==> src/hw/rtl/ipv4_header_generator_top_macros.svh <==
// ----------------------------------------------------------------------------
// ipv4 header generator assertion macros
// shared concurrent assertion forms, clocked on clk, one form disabled by rst_n
// ----------------------------------------------------------------------------
`ifndef IPV4_HEADER_GENERATOR_TOP_MACROS_SVH
`define IPV4_HEADER_GENERATOR_TOP_MACROS_SVH

// checked only while out of reset
`define IPV4HG_ASSERT(label, prop, msg) \
  label: assert property (@(posedge clk) disable iff (!rst_n) prop) else $error(msg);

// checked on every edge, reset included
`define IPV4HG_ASSERT_ALWAYS(label, prop, msg) \
  label: assert property (@(posedge clk) prop) else $error(msg);

`endif

==> src/hw/rtl/ipv4hg_pkg.sv <==
// ----------------------------------------------------------------------------
// ipv4 header generator package
// types and fixed constants shared by the header generator files
// ----------------------------------------------------------------------------
package ipv4hg_pkg;

  localparam int HDR_WORDS   = 10;
  localparam int IDX_W       = 4;
  localparam int SUM_W       = 20;
  localparam int TOTAL_W     = 17;

  localparam logic [15:0] VER_IHL_WORD = 16'h4500;
  localparam logic [7:0]  TTL_VALUE    = 8'd64;
  localparam logic [15:0] HDR_BYTES    = 16'd20;
  localparam logic [IDX_W-1:0] LAST_IDX = IDX_W'(HDR_WORDS - 1);

  typedef logic [15:0] word_t;
  typedef logic [31:0] addr_t;

  // configuration register indexes
  typedef enum logic [1:0] {
    CFG_OWN_ADDRESS     = 2'd0,
    CFG_SUBNET_MASK     = 2'd1,
    CFG_GATEWAY_ADDRESS = 2'd2
  } cfg_reg_e;

  typedef struct packed {
    addr_t own_address;
    addr_t subnet_mask;
    addr_t gateway_address;
  } cfg_t;

  typedef struct packed {
    addr_t       dest_address;
    logic [7:0]  proto_number;
    word_t       payload_length;
  } req_t;

  // finished header, word 0 first
  typedef struct packed {
    logic [HDR_WORDS-1:0][15:0] words;
    addr_t                      route_addr;
    logic                       too_large;
  } hdr_t;

endpackage

==> src/hw/rtl/ipv4hg_if.sv <==
// ----------------------------------------------------------------------------
// ipv4 header generator channels
// request, result and configuration write channels, valid/ready
// ----------------------------------------------------------------------------
interface ipv4hg_req_if;
  logic        valid;
  logic        ready;
  logic [31:0] dest_address;
  logic [7:0]  proto_number;
  logic [15:0] payload_length;

  modport source (output valid, dest_address, proto_number, payload_length, input ready);
  modport sink   (input valid, dest_address, proto_number, payload_length, output ready);
endinterface

interface ipv4hg_res_if;
  logic        valid;
  logic        ready;
  logic [15:0] header_word;
  logic [3:0]  word_index;
  logic [31:0] route_addr;
  logic        too_large;
  logic        last_word;

  modport source (output valid, header_word, word_index, route_addr, too_large, last_word,
                  input ready);
  modport sink   (input valid, header_word, word_index, route_addr, too_large, last_word,
                  output ready);
endinterface

interface ipv4hg_cfg_if;
  logic        valid;
  logic        ready;
  logic [1:0]  index;
  logic [31:0] data;

  modport source (output valid, index, data, input ready);
  modport sink   (input valid, index, data, output ready);
endinterface

==> src/hw/rtl/ipv4hg_build.sv <==
// ----------------------------------------------------------------------------
// ipv4 header builder
// size check, next hop choice, header words and one's-complement checksum
// ----------------------------------------------------------------------------
module ipv4hg_build #(
  parameter int MAX_PACKET_BYTES = 1518
) (
  input  ipv4hg_pkg::req_t  req,
  input  ipv4hg_pkg::cfg_t  cfg,
  input  ipv4hg_pkg::word_t ident,
  output ipv4hg_pkg::hdr_t  hdr
);
  import ipv4hg_pkg::*;

  logic [TOTAL_W-1:0]         total;
  logic [HDR_WORDS-1:0][15:0] w;
  logic [SUM_W-1:0]           sum;
  logic [16:0]                fold1;
  logic [16:0]                fold2;
  logic                       on_subnet;

  // total length, compared at full width
  assign total = TOTAL_W'(req.payload_length) + TOTAL_W'(HDR_BYTES);

  assign on_subnet = (req.dest_address & cfg.subnet_mask) ==
                     (cfg.own_address & cfg.subnet_mask);

  // header words with the checksum slot zero
  always_comb begin
    w[0] = VER_IHL_WORD;
    w[1] = total[15:0];
    w[2] = ident;
    w[3] = '0;
    w[4] = {TTL_VALUE, req.proto_number};
    w[5] = '0;
    w[6] = cfg.own_address[31:16];
    w[7] = cfg.own_address[15:0];
    w[8] = req.dest_address[31:16];
    w[9] = req.dest_address[15:0];
  end

  // one's-complement sum with two end-around folds
  always_comb begin
    sum = '0;
    for (int i = 0; i < HDR_WORDS; i++) begin
      sum = sum + SUM_W'(w[i]);
    end
  end

  assign fold1 = 17'(sum[15:0]) + 17'(sum[SUM_W-1:16]);
  assign fold2 = 17'(fold1[15:0]) + 17'(fold1[16]);

  always_comb begin
    hdr.words      = w;
    hdr.words[5]   = ~fold2[15:0];
    hdr.route_addr = on_subnet ? req.dest_address : cfg.gateway_address;
    hdr.too_large  = total > TOTAL_W'(MAX_PACKET_BYTES);
    // error result carries zero payload
    if (hdr.too_large) begin
      hdr.words      = '0;
      hdr.route_addr = '0;
    end
  end

endmodule

==> src/hw/rtl/ipv4hg_serializer.sv <==
// ----------------------------------------------------------------------------
// ipv4 header serializer
// holds one built header and sends it one word per transfer
// ----------------------------------------------------------------------------
module ipv4hg_serializer (
  input  logic                  clk,
  input  logic                  rst_n,
  input  ipv4hg_pkg::hdr_t      hdr,
  input  logic                  load,
  output logic                  can_load,
  ipv4hg_res_if.source          res
);
  import ipv4hg_pkg::*;

  logic                       valid_r, valid_nxt;
  logic [IDX_W-1:0]           idx_r, idx_nxt;
  logic [HDR_WORDS-1:0][15:0] words_r, words_nxt;
  addr_t                      hop_r, hop_nxt;
  logic                       err_r, err_nxt;
  logic                       xfer;
  logic                       last;

  assign last     = err_r || (idx_r == LAST_IDX);
  assign xfer     = valid_r && res.ready;
  assign can_load = !valid_r || (xfer && last);

  // word shift and index count
  always_comb begin
    valid_nxt = valid_r;
    idx_nxt   = idx_r;
    words_nxt = words_r;
    hop_nxt   = hop_r;
    err_nxt   = err_r;
    if (xfer) begin
      valid_nxt = !last;
      idx_nxt   = idx_r + IDX_W'(1);
      words_nxt = {16'h0000, words_r[HDR_WORDS-1:1]};
    end
    if (load) begin
      valid_nxt = 1'b1;
      idx_nxt   = '0;
      words_nxt = hdr.words;
      hop_nxt   = hdr.route_addr;
      err_nxt   = hdr.too_large;
    end
  end

  always_ff @(posedge clk) begin
    if (!rst_n) begin
      valid_r <= 1'b0;
      idx_r   <= '0;
      err_r   <= 1'b0;
    end else begin
      valid_r <= valid_nxt;
      idx_r   <= idx_nxt;
      err_r   <= err_nxt;
    end
  end

  always_ff @(posedge clk) begin
    words_r <= words_nxt;
    hop_r   <= hop_nxt;
  end

  // result channel straight from registers
  assign res.valid       = valid_r;
  assign res.header_word = words_r[0];
  assign res.word_index  = idx_r;
  assign res.route_addr  = hop_r;
  assign res.too_large   = err_r;
  assign res.last_word   = last;

endmodule

==> src/hw/rtl/ipv4_header_generator_top.sv <==
// Path: a request transfer is captured in the request register, then loaded
// into the serializer registers, which drive the result channel directly.
// Throughput: a fitting request sends 10 words, one per cycle while the receiver
// is ready; an oversized request sends a single error word, one per cycle while ready.
// The word serializer sets the rate; the request register takes the next
// request while the current header is still going out.
// Reset: rst_n synchronous, active low; clears config, ident counter, valids.
// ----------------------------------------------------------------------------
// ipv4 header generator top
// builds 20-byte ipv4 headers with checksum and next hop, word per transfer
// ----------------------------------------------------------------------------
`include "ipv4_header_generator_top_macros.svh"

module ipv4_header_generator_top #(
  parameter int MAX_PACKET_BYTES = 1518
) (
  input  logic          clk,
  input  logic          rst_n,
  ipv4hg_req_if.sink    in_req,
  ipv4hg_res_if.source  out_res,
  ipv4hg_cfg_if.sink    cfg_wr
);
  import ipv4hg_pkg::*;

  cfg_t      cfg_r, cfg_nxt;
  logic      req_valid_r, req_valid_nxt;
  req_t      req_r, req_nxt;
  word_t     ident_r, ident_nxt;
  hdr_t      hdr;
  logic      ser_load;
  logic      ser_can_load;
  logic      in_xfer;

  // configuration writes, always ready
  assign cfg_wr.ready = 1'b1;

  always_comb begin
    cfg_nxt = cfg_r;
    if (cfg_wr.valid) begin
      case (cfg_reg_e'(cfg_wr.index))
        CFG_OWN_ADDRESS:     cfg_nxt.own_address     = cfg_wr.data;
        CFG_SUBNET_MASK:     cfg_nxt.subnet_mask     = cfg_wr.data;
        CFG_GATEWAY_ADDRESS: cfg_nxt.gateway_address = cfg_wr.data;
        default:             cfg_nxt = cfg_r;
      endcase
    end
  end

  // request register, free when empty or handing off this cycle
  assign ser_load     = req_valid_r && ser_can_load;
  assign in_req.ready = !req_valid_r || ser_load;
  assign in_xfer      = in_req.valid && in_req.ready;

  always_comb begin
    req_valid_nxt = req_valid_r;
    req_nxt       = req_r;
    if (ser_load) begin
      req_valid_nxt = 1'b0;
    end
    if (in_xfer) begin
      req_valid_nxt          = 1'b1;
      req_nxt.dest_address   = in_req.dest_address;
      req_nxt.proto_number   = in_req.proto_number;
      req_nxt.payload_length = in_req.payload_length;
    end
  end

  // identification advances once per emitted header, not for oversized requests
  assign ident_nxt = (ser_load && !hdr.too_large) ? ident_r + 16'd1 : ident_r;

  always_ff @(posedge clk) begin
    if (!rst_n) begin
      cfg_r       <= '0;
      req_valid_r <= 1'b0;
      ident_r     <= '0;
    end else begin
      cfg_r       <= cfg_nxt;
      req_valid_r <= req_valid_nxt;
      ident_r     <= ident_nxt;
    end
  end

  always_ff @(posedge clk) begin
    req_r <= req_nxt;
  end

  ipv4hg_build #(
    .MAX_PACKET_BYTES(MAX_PACKET_BYTES)
  ) u_build (
    .req   (req_r),
    .cfg   (cfg_r),
    .ident (ident_r),
    .hdr   (hdr)
  );

  ipv4hg_serializer u_ser (
    .clk      (clk),
    .rst_n    (rst_n),
    .hdr      (hdr),
    .load     (ser_load),
    .can_load (ser_can_load),
    .res      (out_res)
  );

  // checks
  `IPV4HG_ASSERT(a_idx_range, out_res.valid |-> out_res.word_index <= LAST_IDX, "word index past last header word")
  `IPV4HG_ASSERT(a_err_single, (out_res.valid && out_res.too_large) |-> (out_res.last_word && out_res.word_index == '0), "error result not a single last word")
  `IPV4HG_ASSERT(a_hdr_continues, (out_res.valid && out_res.ready && !out_res.last_word) |=> (out_res.valid && out_res.word_index == $past(out_res.word_index) + IDX_W'(1)), "header stream broke before last word")
  `IPV4HG_ASSERT(a_ident_step, (ident_r != $past(ident_r)) |-> $past(ser_load && !hdr.too_large), "ident counter moved without a header")
  `IPV4HG_ASSERT_ALWAYS(a_reset_idle, !rst_n |=> (!out_res.valid && in_req.ready), "block not idle after reset")

endmodule

==> src/flat_wrapper.sv <==
// flat-port wrapper written by rule: the top's interface ports become plain ports
module ipv4_header_generator_top_flat import ipv4hg_pkg::*;
#(
  parameter int MAX_PACKET_BYTES = 1518
)
  (clk, rst_n, in_req_valid, in_req_dest_address, in_req_proto_number, in_req_payload_length, in_req_ready, out_res_valid, out_res_header_word, out_res_word_index, out_res_route_addr, out_res_too_large, out_res_last_word, out_res_ready, cfg_wr_valid, cfg_wr_index, cfg_wr_data, cfg_wr_ready);
  ipv4hg_req_if in_req_i ();
  ipv4hg_res_if out_res_i ();
  ipv4hg_cfg_if cfg_wr_i ();
  input  logic clk;
  input  logic rst_n;
  input wire logic [$bits(in_req_i.valid)-1:0] in_req_valid;
  input wire logic [$bits(in_req_i.dest_address)-1:0] in_req_dest_address;
  input wire logic [$bits(in_req_i.proto_number)-1:0] in_req_proto_number;
  input wire logic [$bits(in_req_i.payload_length)-1:0] in_req_payload_length;
  output wire logic [$bits(in_req_i.ready)-1:0] in_req_ready;
  output wire logic [$bits(out_res_i.valid)-1:0] out_res_valid;
  output wire logic [$bits(out_res_i.header_word)-1:0] out_res_header_word;
  output wire logic [$bits(out_res_i.word_index)-1:0] out_res_word_index;
  output wire logic [$bits(out_res_i.route_addr)-1:0] out_res_route_addr;
  output wire logic [$bits(out_res_i.too_large)-1:0] out_res_too_large;
  output wire logic [$bits(out_res_i.last_word)-1:0] out_res_last_word;
  input wire logic [$bits(out_res_i.ready)-1:0] out_res_ready;
  input wire logic [$bits(cfg_wr_i.valid)-1:0] cfg_wr_valid;
  input wire logic [$bits(cfg_wr_i.index)-1:0] cfg_wr_index;
  input wire logic [$bits(cfg_wr_i.data)-1:0] cfg_wr_data;
  output wire logic [$bits(cfg_wr_i.ready)-1:0] cfg_wr_ready;
  assign in_req_i.valid = in_req_valid;
  assign in_req_i.dest_address = in_req_dest_address;
  assign in_req_i.proto_number = in_req_proto_number;
  assign in_req_i.payload_length = in_req_payload_length;
  assign in_req_ready = in_req_i.ready;
  assign out_res_valid = out_res_i.valid;
  assign out_res_header_word = out_res_i.header_word;
  assign out_res_word_index = out_res_i.word_index;
  assign out_res_route_addr = out_res_i.route_addr;
  assign out_res_too_large = out_res_i.too_large;
  assign out_res_last_word = out_res_i.last_word;
  assign out_res_i.ready = out_res_ready;
  assign cfg_wr_i.valid = cfg_wr_valid;
  assign cfg_wr_i.index = cfg_wr_index;
  assign cfg_wr_i.data = cfg_wr_data;
  assign cfg_wr_ready = cfg_wr_i.ready;
  ipv4_header_generator_top #(.MAX_PACKET_BYTES(MAX_PACKET_BYTES)) u_core (.clk(clk), .rst_n(rst_n), .in_req(in_req_i), .out_res(out_res_i), .cfg_wr(cfg_wr_i));
endmodule
==> config.mk <==
export PLATFORM = sky130hd
export DESIGN_NAME = ipv4_header_generator_top_flat
export DESIGN_NICKNAME = d
export VERILOG_FILES = /design/src/hw/rtl/ipv4hg_pkg.sv /design/src/hw/rtl/ipv4hg_if.sv /design/src/hw/rtl/ipv4hg_build.sv /design/src/hw/rtl/ipv4hg_serializer.sv /design/src/hw/rtl/ipv4_header_generator_top.sv /design/src/flat_wrapper.sv
export VERILOG_INCLUDE_DIRS = /design/src /design/src/hw/rtl
export SDC_FILE = /design/constraint.sdc
export NUM_CORES = 1
export LEC_CHECK = 0
export BUFFER_PORTS_ARGS = -buffer_cell sky130_fd_sc_hd__buf_2
export CAP_MARGIN = 20
export CORE_MARGIN = 4
export CORE_UTILIZATION = 30
export CTS_BUF_LIST = sky130_fd_sc_hd__clkbuf_16
export DETAILED_ROUTE_END_ITERATION = 16
export SYNTH_ARGS = -nofsm -noshare
export SYNTH_HDL_FRONTEND = slang
export SYNTH_HIERARCHICAL = 1
export SYNTH_SLANG_ARGS = --single-unit
==> constraint.sdc <==
create_clock -name clk -period 10 [get_ports clk]
set_clock_uncertainty 0.2 [all_clocks]
set_input_delay 0 -clock clk [delete_from_list [all_inputs] [get_ports clk]]
set_output_delay 0 -clock clk [all_outputs]
set_load 0.05 [all_outputs]
# After elaboration in Yosys (flattened, before gate mapping)
# Index checks and enable logic that the tools add are counted.
# totals
reg_bits	367
out_inout_bits	57
inputBits	95
word_cells	70
# classes
add_sub_neg	12
n_eq_ne	4
bitwise	4
mux	8
magnitude_cmp	1
n_reduce_logical	19
# op_table
cell	count
160-bit 2-to-1 mux	2
192-bit 2-to-1 mux	1
32-bit bitwise AND	2
20-bit by 16-bit adder with 20-bit output	3
32-bit equality test	1
32-bit 2-to-1 mux	1
19-bit by 16-bit adder with 20-bit output	1
18-bit by 15-bit adder with 19-bit output	1
17-bit by 16-bit adder with 18-bit output	1
15-bit by 16-bit adder with 17-bit output (first input constant)	1
16-bit by 4-bit adder with 17-bit output	1
16-bit by 5-bit adder with 17-bit output (second input constant)	1
17-bit by 11-bit greater-than comparator with 1-bit output (second input constant)	1
16-bit by 1-bit adder with 16-bit output	1
16-bit by 1-bit adder with 16-bit output (second input constant)	1
16-bit inverter	1
2-bit AND reduction	3
1-bit logical AND	5
4-bit by 1-bit adder with 4-bit output (second input constant)	1
4-bit equality test (second input constant)	1
1-bit zero test	4
1-bit 2-to-1 mux	4
2-bit nonzero test	2
1-bit logical OR	3
5 further kinds	5

# Logic depth before layout (Yosys ltp)
# Gate-level depths: netlist (run 1).
# logic_depth
depth_word	13
ltp_mapped	42
mapped_depth_nobuf	42

# Modules after synthesis
# The synthesis (run 1) kept the hierarchy.
# modules_own_cells
module	n_inst	cells_each	area_each_um2	seq_area_each_um2
ipv4hg_serializer	1	417	8215.4	5885.6
ipv4hg_build	1	741	5895.7	0.0
ipv4_header_generator_top	1	569	5794.3	3943.8

# Worst setup path before layout (run 1)
# OpenSTA, ideal clock, no wires.
# synth_timing
path_type	flip-flop to flip-flop
start	reg u_core/req_r[2] (netlist name)
end	reg u_core/u_ser/words_r[94] (netlist name), data pin
period_less_slack_ps	9002
slack_ps	998
path_buffers	0
stages_incl_launch_ff	43
t_arrival_ps	8541
required_time_ps	9540
setup_ps	260
cell_sequence	edfxtp_1 > inv_1 > ha_1 > inv_1 > fa_1 > ha_1 > nor2b_1 > o21ai_0 > a21oi_1 > o21ai_0 > a21oi_1 > or2_2 > a21o_1 > a21oi_1 > xnor2_1 > fa_1 > ha_1 > inv_1 > [... 7 more ...] > o21a_1 > ha_1 > inv_1 > nor2_1 > nor2_1 > nand3b_1 > or3_4 > nor2_1 > and4_1 > ha_1 > ha_1 > and3_1 > nand2b_1 > a2111oi_4 > and2_4 > a31o_2 > a21oi_1 > mux2_4
# synth_lines
element	line_no	text
start, declared	ipv4_header_generator_top.sv:27	req_t req_r, req_nxt;
start signal, assigned	ipv4_header_generator_top.sv:84	req_r <= req_nxt;
end signal, assigned	ipv4hg_serializer.sv:61	words_r <= words_nxt;
end, declared	ipv4hg_serializer.sv:17	logic [HDR_WORDS-1:0][15:0] words_r, words_nxt;

==> summary.md, run 1 <==
| Metric | Value |
|---|---|
| Status | `finished clean` |
| Number of H-tree levels | `2` |
| Max VDD drop | `0.140 mV` |
| Core ar. | `65700 um^2` |
| EDFF count, synth | `248` |
| Hold path depth | `4` |
| Final setup violation count | `0` |
| Worst rel slew slack | `0.297` |
| R2R Setup Slk | `430 ps` |
| Layout Nets | `2217` |
| Sequential cell area fraction in the yosys report | `0.494` |
| CTS Root Cell | `clkbuf_16` |
| Initial drt markers | `1022` |
| Gp weighted congestion | `0.830` |
| Multi-input gate area | `9280 um^2` |
| Critical path class | `reg2reg` |
| Starting Density | `0.303` |
| Worst path most repeated cell | `ha_1` |
| Clk_lat worst skew | `570 ps` |
| Util after Layout | `0.369` |
| Required time worst endpoint | `10100 ps` |
| Die area | `70500 um^2` |
| Cell variety after synth | `86` |
| Startpoint types | `flip-flop` |
| Yosys warns | `6` |
| Drt pass-1 iters | `6` |
| Syn Inst Count | `1727` |
| Sink Count | `367` |
| Number of global-route vias before repair | `14025` |
| P_leak | `9.38 nW` |
| Fin crit period | `9570 ps` |
| Most frequent cells in the layout | `edfxtp_1, nand2_1, dlygate4sd3_1` |
| Final hold vios | `0` |
| Endpoint type of the worst setup path | `flip-flop` |
| Post-synth ARST share | `0` |
| Area growth syn-to-layout | `22.0%` |
| Die height | `266 um` |
| Detailed Place HPWL | `35500 um` |
| DR vias | `13485` |
| Pre-CTS setup slack | `-149 ps` |
| Mean routed wirelength per cell | `17.7 um` |
| Top_reg_cell synth | `edfxtp_1` |
| Tcrit/Tclk final | `0.957` |
| Worst-path maximum fanout | `6` |
| CTS Buffer Depth | `3` |
| DRC Markers | `0` |
| # fillers | `6407` |
| Gr usage total | `0.142` |
| Final WS setup | `427 ps` |
| Cell Area, Synth | `19900 um^2` |
| CTS tree | `done` |
| Reg clk slew, reported paths | `60 ps` |
| Slowest cell on crit path | `or4b_1` |
| CTS Buf Count | `44` |
| R2r endpoint | `u_core/u_ser/words_r[94]` |
| Buf/Inv on CP | `1` |
| Non-filler cells, final | `2910` |
| Total power | `5.09 mW` |
| Slowest stage delay, CP | `580 ps` |
| Layout cells sized above 1 | `0.215` |
| Rows | `94` |
| Largest net degree at the start of global routing | `97` |
| Pwr Density | `210 nW/um^2` |
| Grt ovf | `0` |
| Crit path DAT | `9680 ps` |
| Routed wire length | `51400 um` |
| R2r startpoint | `u_core/req_r[2]` |
| Synth Register Bits | `367` |
| Top Family by Delay on Critical Path | `simple AND/OR/NAND/NOR gates` |
| # IOs | `152` |
| Worst Hold Path EP | `u_core/cfg_r[83]` |
| Achievable frequency | `0.104 GHz` |
| Dpl cells | `2664` |
| Syn_area_per_cell | `11.5 um^2` |
| Initial antenna violation count | `0` |
| Fin. max-slew vios | `0` |
| Port bufs | `150` |
| Min-delay worst type | `in2reg` |
| First-pass GRT wire length | `79400 um` |
| Post-DRT Antenna Nets | `0` |
| Max-Cap Viols | `0` |
| HP Start | `cfg_wr_data[19]` |
| Commonest non-fill, non-tap cell in the layout | `edfxtp_1` |
| Worst-Margin Slew | `1060 ps` |
| FF+latch area | `9830 um^2` |
| Reg2reg path depth | `40` |
| Drt via density | `4.63` |
| Die Wd | `266 um` |
-- state kept, by name (all words and copies together) (netlist names) --
signal / count
u_core/u_ser/res.word_index: 4
u_core/cfg_r: 96
u_core/u_ser/res.too_large: 1
u_core/ident_r: 16
u_core/u_ser/words_r: 144
u_core/u_ser/res.valid: 1
u_core/req_r: 56
u_core/u_ser/res.header_word: 16
u_core/u_ser/res.route_addr: 32
u_core/req_valid_r: 1
-- cell families (layout without fill, tap and decap cells) --
kind of cell | Yosys count | in the layout | synth area share
AND/OR/NAND/NOR | 544 | 544 | 0.135
flip-flops | 367 | 367 | 0.494
AO/OA/AOI/OAI | 236 | 236 | 0.0746
buffers and inverters | 190 | 468 | 0.0523
multiplexers | 178 | 178 | 0.108
adder cells (fa/ha/maj) | 112 | 112 | 0.0919
XOR/XNOR | 98 | 98 | 0.0443
other | 2 | 43 | 0.000377
-- cell type report --
cell class	instances	area share
Antenna cell	1	0.000103
Clock buffer	47	0.0484
Clock inverter	34	0.00762
Inverter	55	0.00855
Multi-Input combinational cell	1210	0.382
Sequential cell	367	0.405
Tap cell	864	0.0445
Timing Repair Buffer	332	0.104
-- stage by stage --
stage               hold WS (ps)  TNS, ps  instance area, um^2
detailed placement         -21.9     -285                21200
global placement           -22.7        0                21200
finish                      55.1        0                24300
floorplan                   -101        0                20100
CTS                         16.1        0                24200
global route                54.1    -10.6                24300
-- worst max-delay path by stage --
stage	start	end	slack (ps)	cells past startpoint
final	u_core/req_r[2]	u_core/u_ser/words_r[94]	430	40
after global routing	u_core/req_r[2]	u_core/u_ser/words_r[94]	-10	41
after CTS	u_core/req_r[2]	u_core/u_ser/words_r[94]	50	41
after detailed placement	u_core/req_r[2]	u_core/u_ser/words_r[95]	-150	39
after global placement	u_core/req_r[2]	u_core/u_ser/words_r[95]	90	39
after floorplan	u_core/req_r[2]	u_core/u_ser/words_r[94]	1000	42
-- metal layers --
metal | vias up | track usage | share of wire
met5 | - | 0 | 0
met4 | 0 | 0.0467 | 0.031
met1 | 6569 | 0.188 | 0.45
met2 | 321 | 0.239 | 0.47
li1 | 6507 | - | -
met3 | 88 | 0.0219 | 0.042
-- worst register-to-register path, delay by kind of cell, from the launching register on --
family / cells / cell delay (ps)
buf+inv: 1 / 70
simple gates: 11 / 2730
compound gates: 16 / 2560
fa+ha+maj: 8 / 2470
xor+xnor: 3 / 550
flops: 1 / 460
mux: 1 / 290
-- cell usage after synthesis (all sizes together), types with 3 or more instances --
master / number / area [um^2]
nand2b: 10 / 62.6
o21ai: 21 / 113
nand3b: 4 / 42.5
buf: 84 / 643
xnor2: 33 / 297
nand3: 14 / 75.1
o21bai: 5 / 37.5
nand2: 217 / 820
and2: 111 / 698
a21oi: 134 / 678
o2111ai: 5 / 43.8
nor3b: 4 / 30.0
xor2: 65 / 584
mux2: 144 / 1810
or2: 6 / 37.5
o21a: 6 / 45.0
fa: 57 / 1140
nor2: 99 / 374
nor4: 8 / 56.3
a2111oi: 3 / 63.8
nor3: 15 / 80.1
and3: 9 / 57.6
a21o: 10 / 75.1
nor2b: 7 / 43.8
mux2i: 34 / 340
o211ai: 6 / 50.1
or3: 11 / 76.3
a211oi: 4 / 35.0
o31ai: 4 / 30.0
edfxtp: 248 / 7450
a22oi: 16 / 120
ha: 55 / 688
a31oi: 6 / 50.0
clkbuf: 51 / 191
nand4: 19 / 134
inv: 54 / 203
dfxtp: 119 / 2380
a31o: 4 / 35.0
-- report_power, final --
part           switching [mW]  internal [mW]
combinational            1.09          0.693
sequential             0.0554           1.74
clock                   0.659          0.855
-- timing repair --
item / CTS / global route
endpoints found under the setup margin: 5 / 10
setup buffers: 0 / 1
hold buffers: 163 / 0
resized for setup: 3 / 15
pin swaps: 0 / 3
hold endpoints to repair: 175 / 0
cloned: 0 / 0
(Power assumes the default switching activity.)
==> inputs of run 2 (changes only) <==
--- a/config.mk
+++ b/config.mk
@@ -6,6 +6,7 @@
 export SDC_FILE = /design/constraint.sdc
 export NUM_CORES = 1
 export LEC_CHECK = 0
+export ABC_AREA = 1
 export BUFFER_PORTS_ARGS = -buffer_cell sky130_fd_sc_hd__buf_2
 export CAP_MARGIN = 20
 export CORE_MARGIN = 4
==> run 2 against run 1 <==
Net effect:
- worst setup slack better by 540 ps
- highest routed layer unchanged
- register-to-register slack gained 540 ps
- combinational power down 4%
- clock power grew 3%
- utilization shrank 0.13 points
- sequential share of layout area decreased by 0.22 points
- critical endpoint unchanged
- design area rose by 0.54%
==> summary.md, run 2 <==
| Metric | Value |
|---|---|
| Status | `finished clean` |
| Post-synthesis mux area share | `0` |
| CTS Root Cell | `clkbuf_16` |
| Critical path class | `reg2reg` |
| Syn Inst Count | `2393` |
| Max-Cap Viols | `0` |
| Diode count | `0` |
| Detailed Place HPWL | `37400 um` |
| Required time worst endpoint | `10120 ps` |
| Most frequent cells in the layout | `nand2_1, inv_1, nor2_1` |
| P_leak | `10.6 nW` |
| Gp weighted congestion | `0.936` |
| Largest net degree at the start of global routing | `110` |
| Compound-gate portion of the synthesized area | `0.0763` |
| Yosys top cell by area | `edfxtp_1` |
| # fillers | `6808` |
| Worst-Margin Slew | `1070 ps` |
| CTS Buf Count | `43` |
| Cell Area, Synth | `20200 um^2` |
| Mean routed wirelength per cell | `15.3 um` |
| Layout Nets | `2863` |
| Number of H-tree levels | `2` |
| Top_reg_cell synth | `edfxtp_1` |
| Commonest non-fill, non-tap cell in the layout | `nand2_1` |
| Post-Synth XOR/XNOR Area | `0.0156` |
| DRC Markers | `0` |
| Yosys warns | `6` |
| Final WS setup | `972 ps` |
| DR vias | `15933` |
| Synth Area in Adders | `0.0904` |
| Largest reg by FF count | `u_core/u_ser/words_r` |
| Starting Density | `0.305` |
| Reg clk slew, reported paths | `60 ps` |
| Post-DRT Antenna Nets | `0` |
| Final setup violation count | `0` |
| Core ar. | `66300 um^2` |
| Post-synth ARST share | `0` |
| Synth area leaders | `edfxtp_1, nand2_1, dfxtp_1` |
| Largest family of logic cells by synthesized area | `simple AND/OR/NAND/NOR gates` |
| Syn_area_per_cell | `8.45 um^2` |
| Area share of the largest cell type after synthesis | `0.368` |
| Die height | `268 um` |
| Min-delay worst type | `in2reg` |
| Initial drt markers | `1172` |
| Achievable frequency | `0.111 GHz` |
| Layout cells sized above 1 | `0.0996` |
| Number of global-route vias before repair | `15330` |
| Fin Setup TNS | `0 ps` |
| First-pass GRT wire length | `85100 um` |
| Pre-CTS setup slack | `972 ps` |
| Sink Count | `367` |
| Fin crit period | `9030 ps` |
| Worst-path maximum fanout | `5` |
| Tcrit/Tclk final | `0.903` |
| Die area | `71600 um^2` |
| Worst rel slew slack | `0.285` |
| Endpoint type of the worst setup path | `flip-flop` |
| Die Wd | `268 um` |
| Clk_lat worst skew | `590 ps` |
| Cell variety after synth | `45` |
| EDFF count, synth | `248` |
| Pwr Density | `208 nW/um^2` |
| Sequential cell area fraction in the yosys report | `0.486` |
| Simple-gate share of the synthesized area | `0.230` |
| Final hold vios | `0` |
| Worst path most repeated cell | `nand2_1` |
| Startpoint types | `flip-flop` |
| CTS Buffer Depth | `3` |
| Area growth syn-to-layout | `20.7%` |
| Max FFs per register | `144` |
| Drt via density | `4.48` |
| Slowest stage delay, CP | `520 ps` |
| Drt pass-1 iters | `6` |
| Routed wire length | `54300 um` |
| Cell with the most instances after synthesis | `nand2_1` |
| Gr usage total | `0.151` |
| Port bufs | `150` |
| Slowest cell on crit path | `fa_1` |
| Grt ovf | `0` |
| Rows | `94` |
| Initial antenna violation count | `0` |
| CTS tree | `done` |
| RSZ-0062 raised after global routing | `no` |
| Synth Register Bits | `367` |
| Crit path DAT | `9150 ps` |
| Post-synth top cells | `nand2_1, nor2_1, inv_1` |
| Max VDD drop | `0.136 mV` |
| Top flop regs | `u_core/u_ser/words_r x144, u_core/cfg_r x96, u_core/req_r x56` |
| Fin. max-slew vios | `0` |
| # IOs | `152` |
[run 2: what timing repair did]
action / in CTS / in global routing
buffers inserted: 0 / 1
endpoints found under the setup margin: 0 / 3
hold buffers: 159 / 0
resized for setup: 0 / 2
hold endpoints to repair: 185 / 0
[run 2: logic make-up (layout without fill, tap and decap cells)]
logic type / count (synthesis) / count (layout)
flip-flops: 367 / 367
XOR/XNOR: 36 / 36
AND/OR/NAND/NOR: 1147 / 1147
AO/OA/AOI/OAI: 299 / 299
buffers and inverters: 430 / 687
adder cells (fa/ha/maj): 112 / 112
other: 2 / 42
[run 2: stage by stage]
stage                     total power, mW  std cells  hold WS [ps]  instance area, um^2   util
after detailed placement             3.48       3313         -21.9                21400  0.322
final                                5.07       3554          51.1                24400  0.368
after CTS                            5.10       3551          12.6                24400  0.367
after global routing                 5.44       3554          45.0                24400  0.368
after global placement               3.47       3313         -22.2                21400  0.322
after floorplan                      3.07       2433          -101                20400      -
[run 2: worst paths after layout]
path	startpoint	endpoint	slack, ps	depth (start not counted)
setup / recovery	u_core/req_r[2]	u_core/u_ser/words_r[94]	970	51
hold / removal	cfg_wr_data[7]	u_core/cfg_r[7]	50	4
setup reg to reg	u_core/req_r[2]	u_core/u_ser/words_r[94]	970	51
hold reg to reg	u_core/cfg_r[46]	u_core/cfg_r[46]	240	2
[run 2: critical path, delay by kind of cell (launching register included)]
family | cells | cell delay (ps)
adders and majority gates | 8 | 2650
AOI/OAI and AO/OA | 7 | 1440
buffers and inverters | 5 | 330
and+or+nand+nor | 29 | 3230
xor gates and xnor gates | 2 | 480
DFF | 1 | 430
[run 2: cell type report]
type / instances / area [um^2] / share of cell area
clock buffer: 44 / 1100 / 0.0451
clock inverter: 35 / 300 / 0.0123
inverter: 279 / 1050 / 0.0432
multi-input combinational: 1636 / 8530 / 0.349
sequential: 367 / 9830 / 0.403
tap: 864 / 1080 / 0.0443
timing repair buffer: 329 / 2520 / 0.103
[run 2: metal layers]
layer  GRT usage  wire length [um]  up-vias
met1       0.200             24500     7387
met3      0.0223              2690       62
met5           0                 0        -
met4      0.0361               955        0
met2       0.260             26200      398
li1            -                 -     8086
[run 2: where the power goes]
part	leakage (nW)	internal (mW)	switching (mW)
logic	6.53	0.575	1.14
registers	3.37	1.74	0.0597
clock network	0.733	0.887	0.670
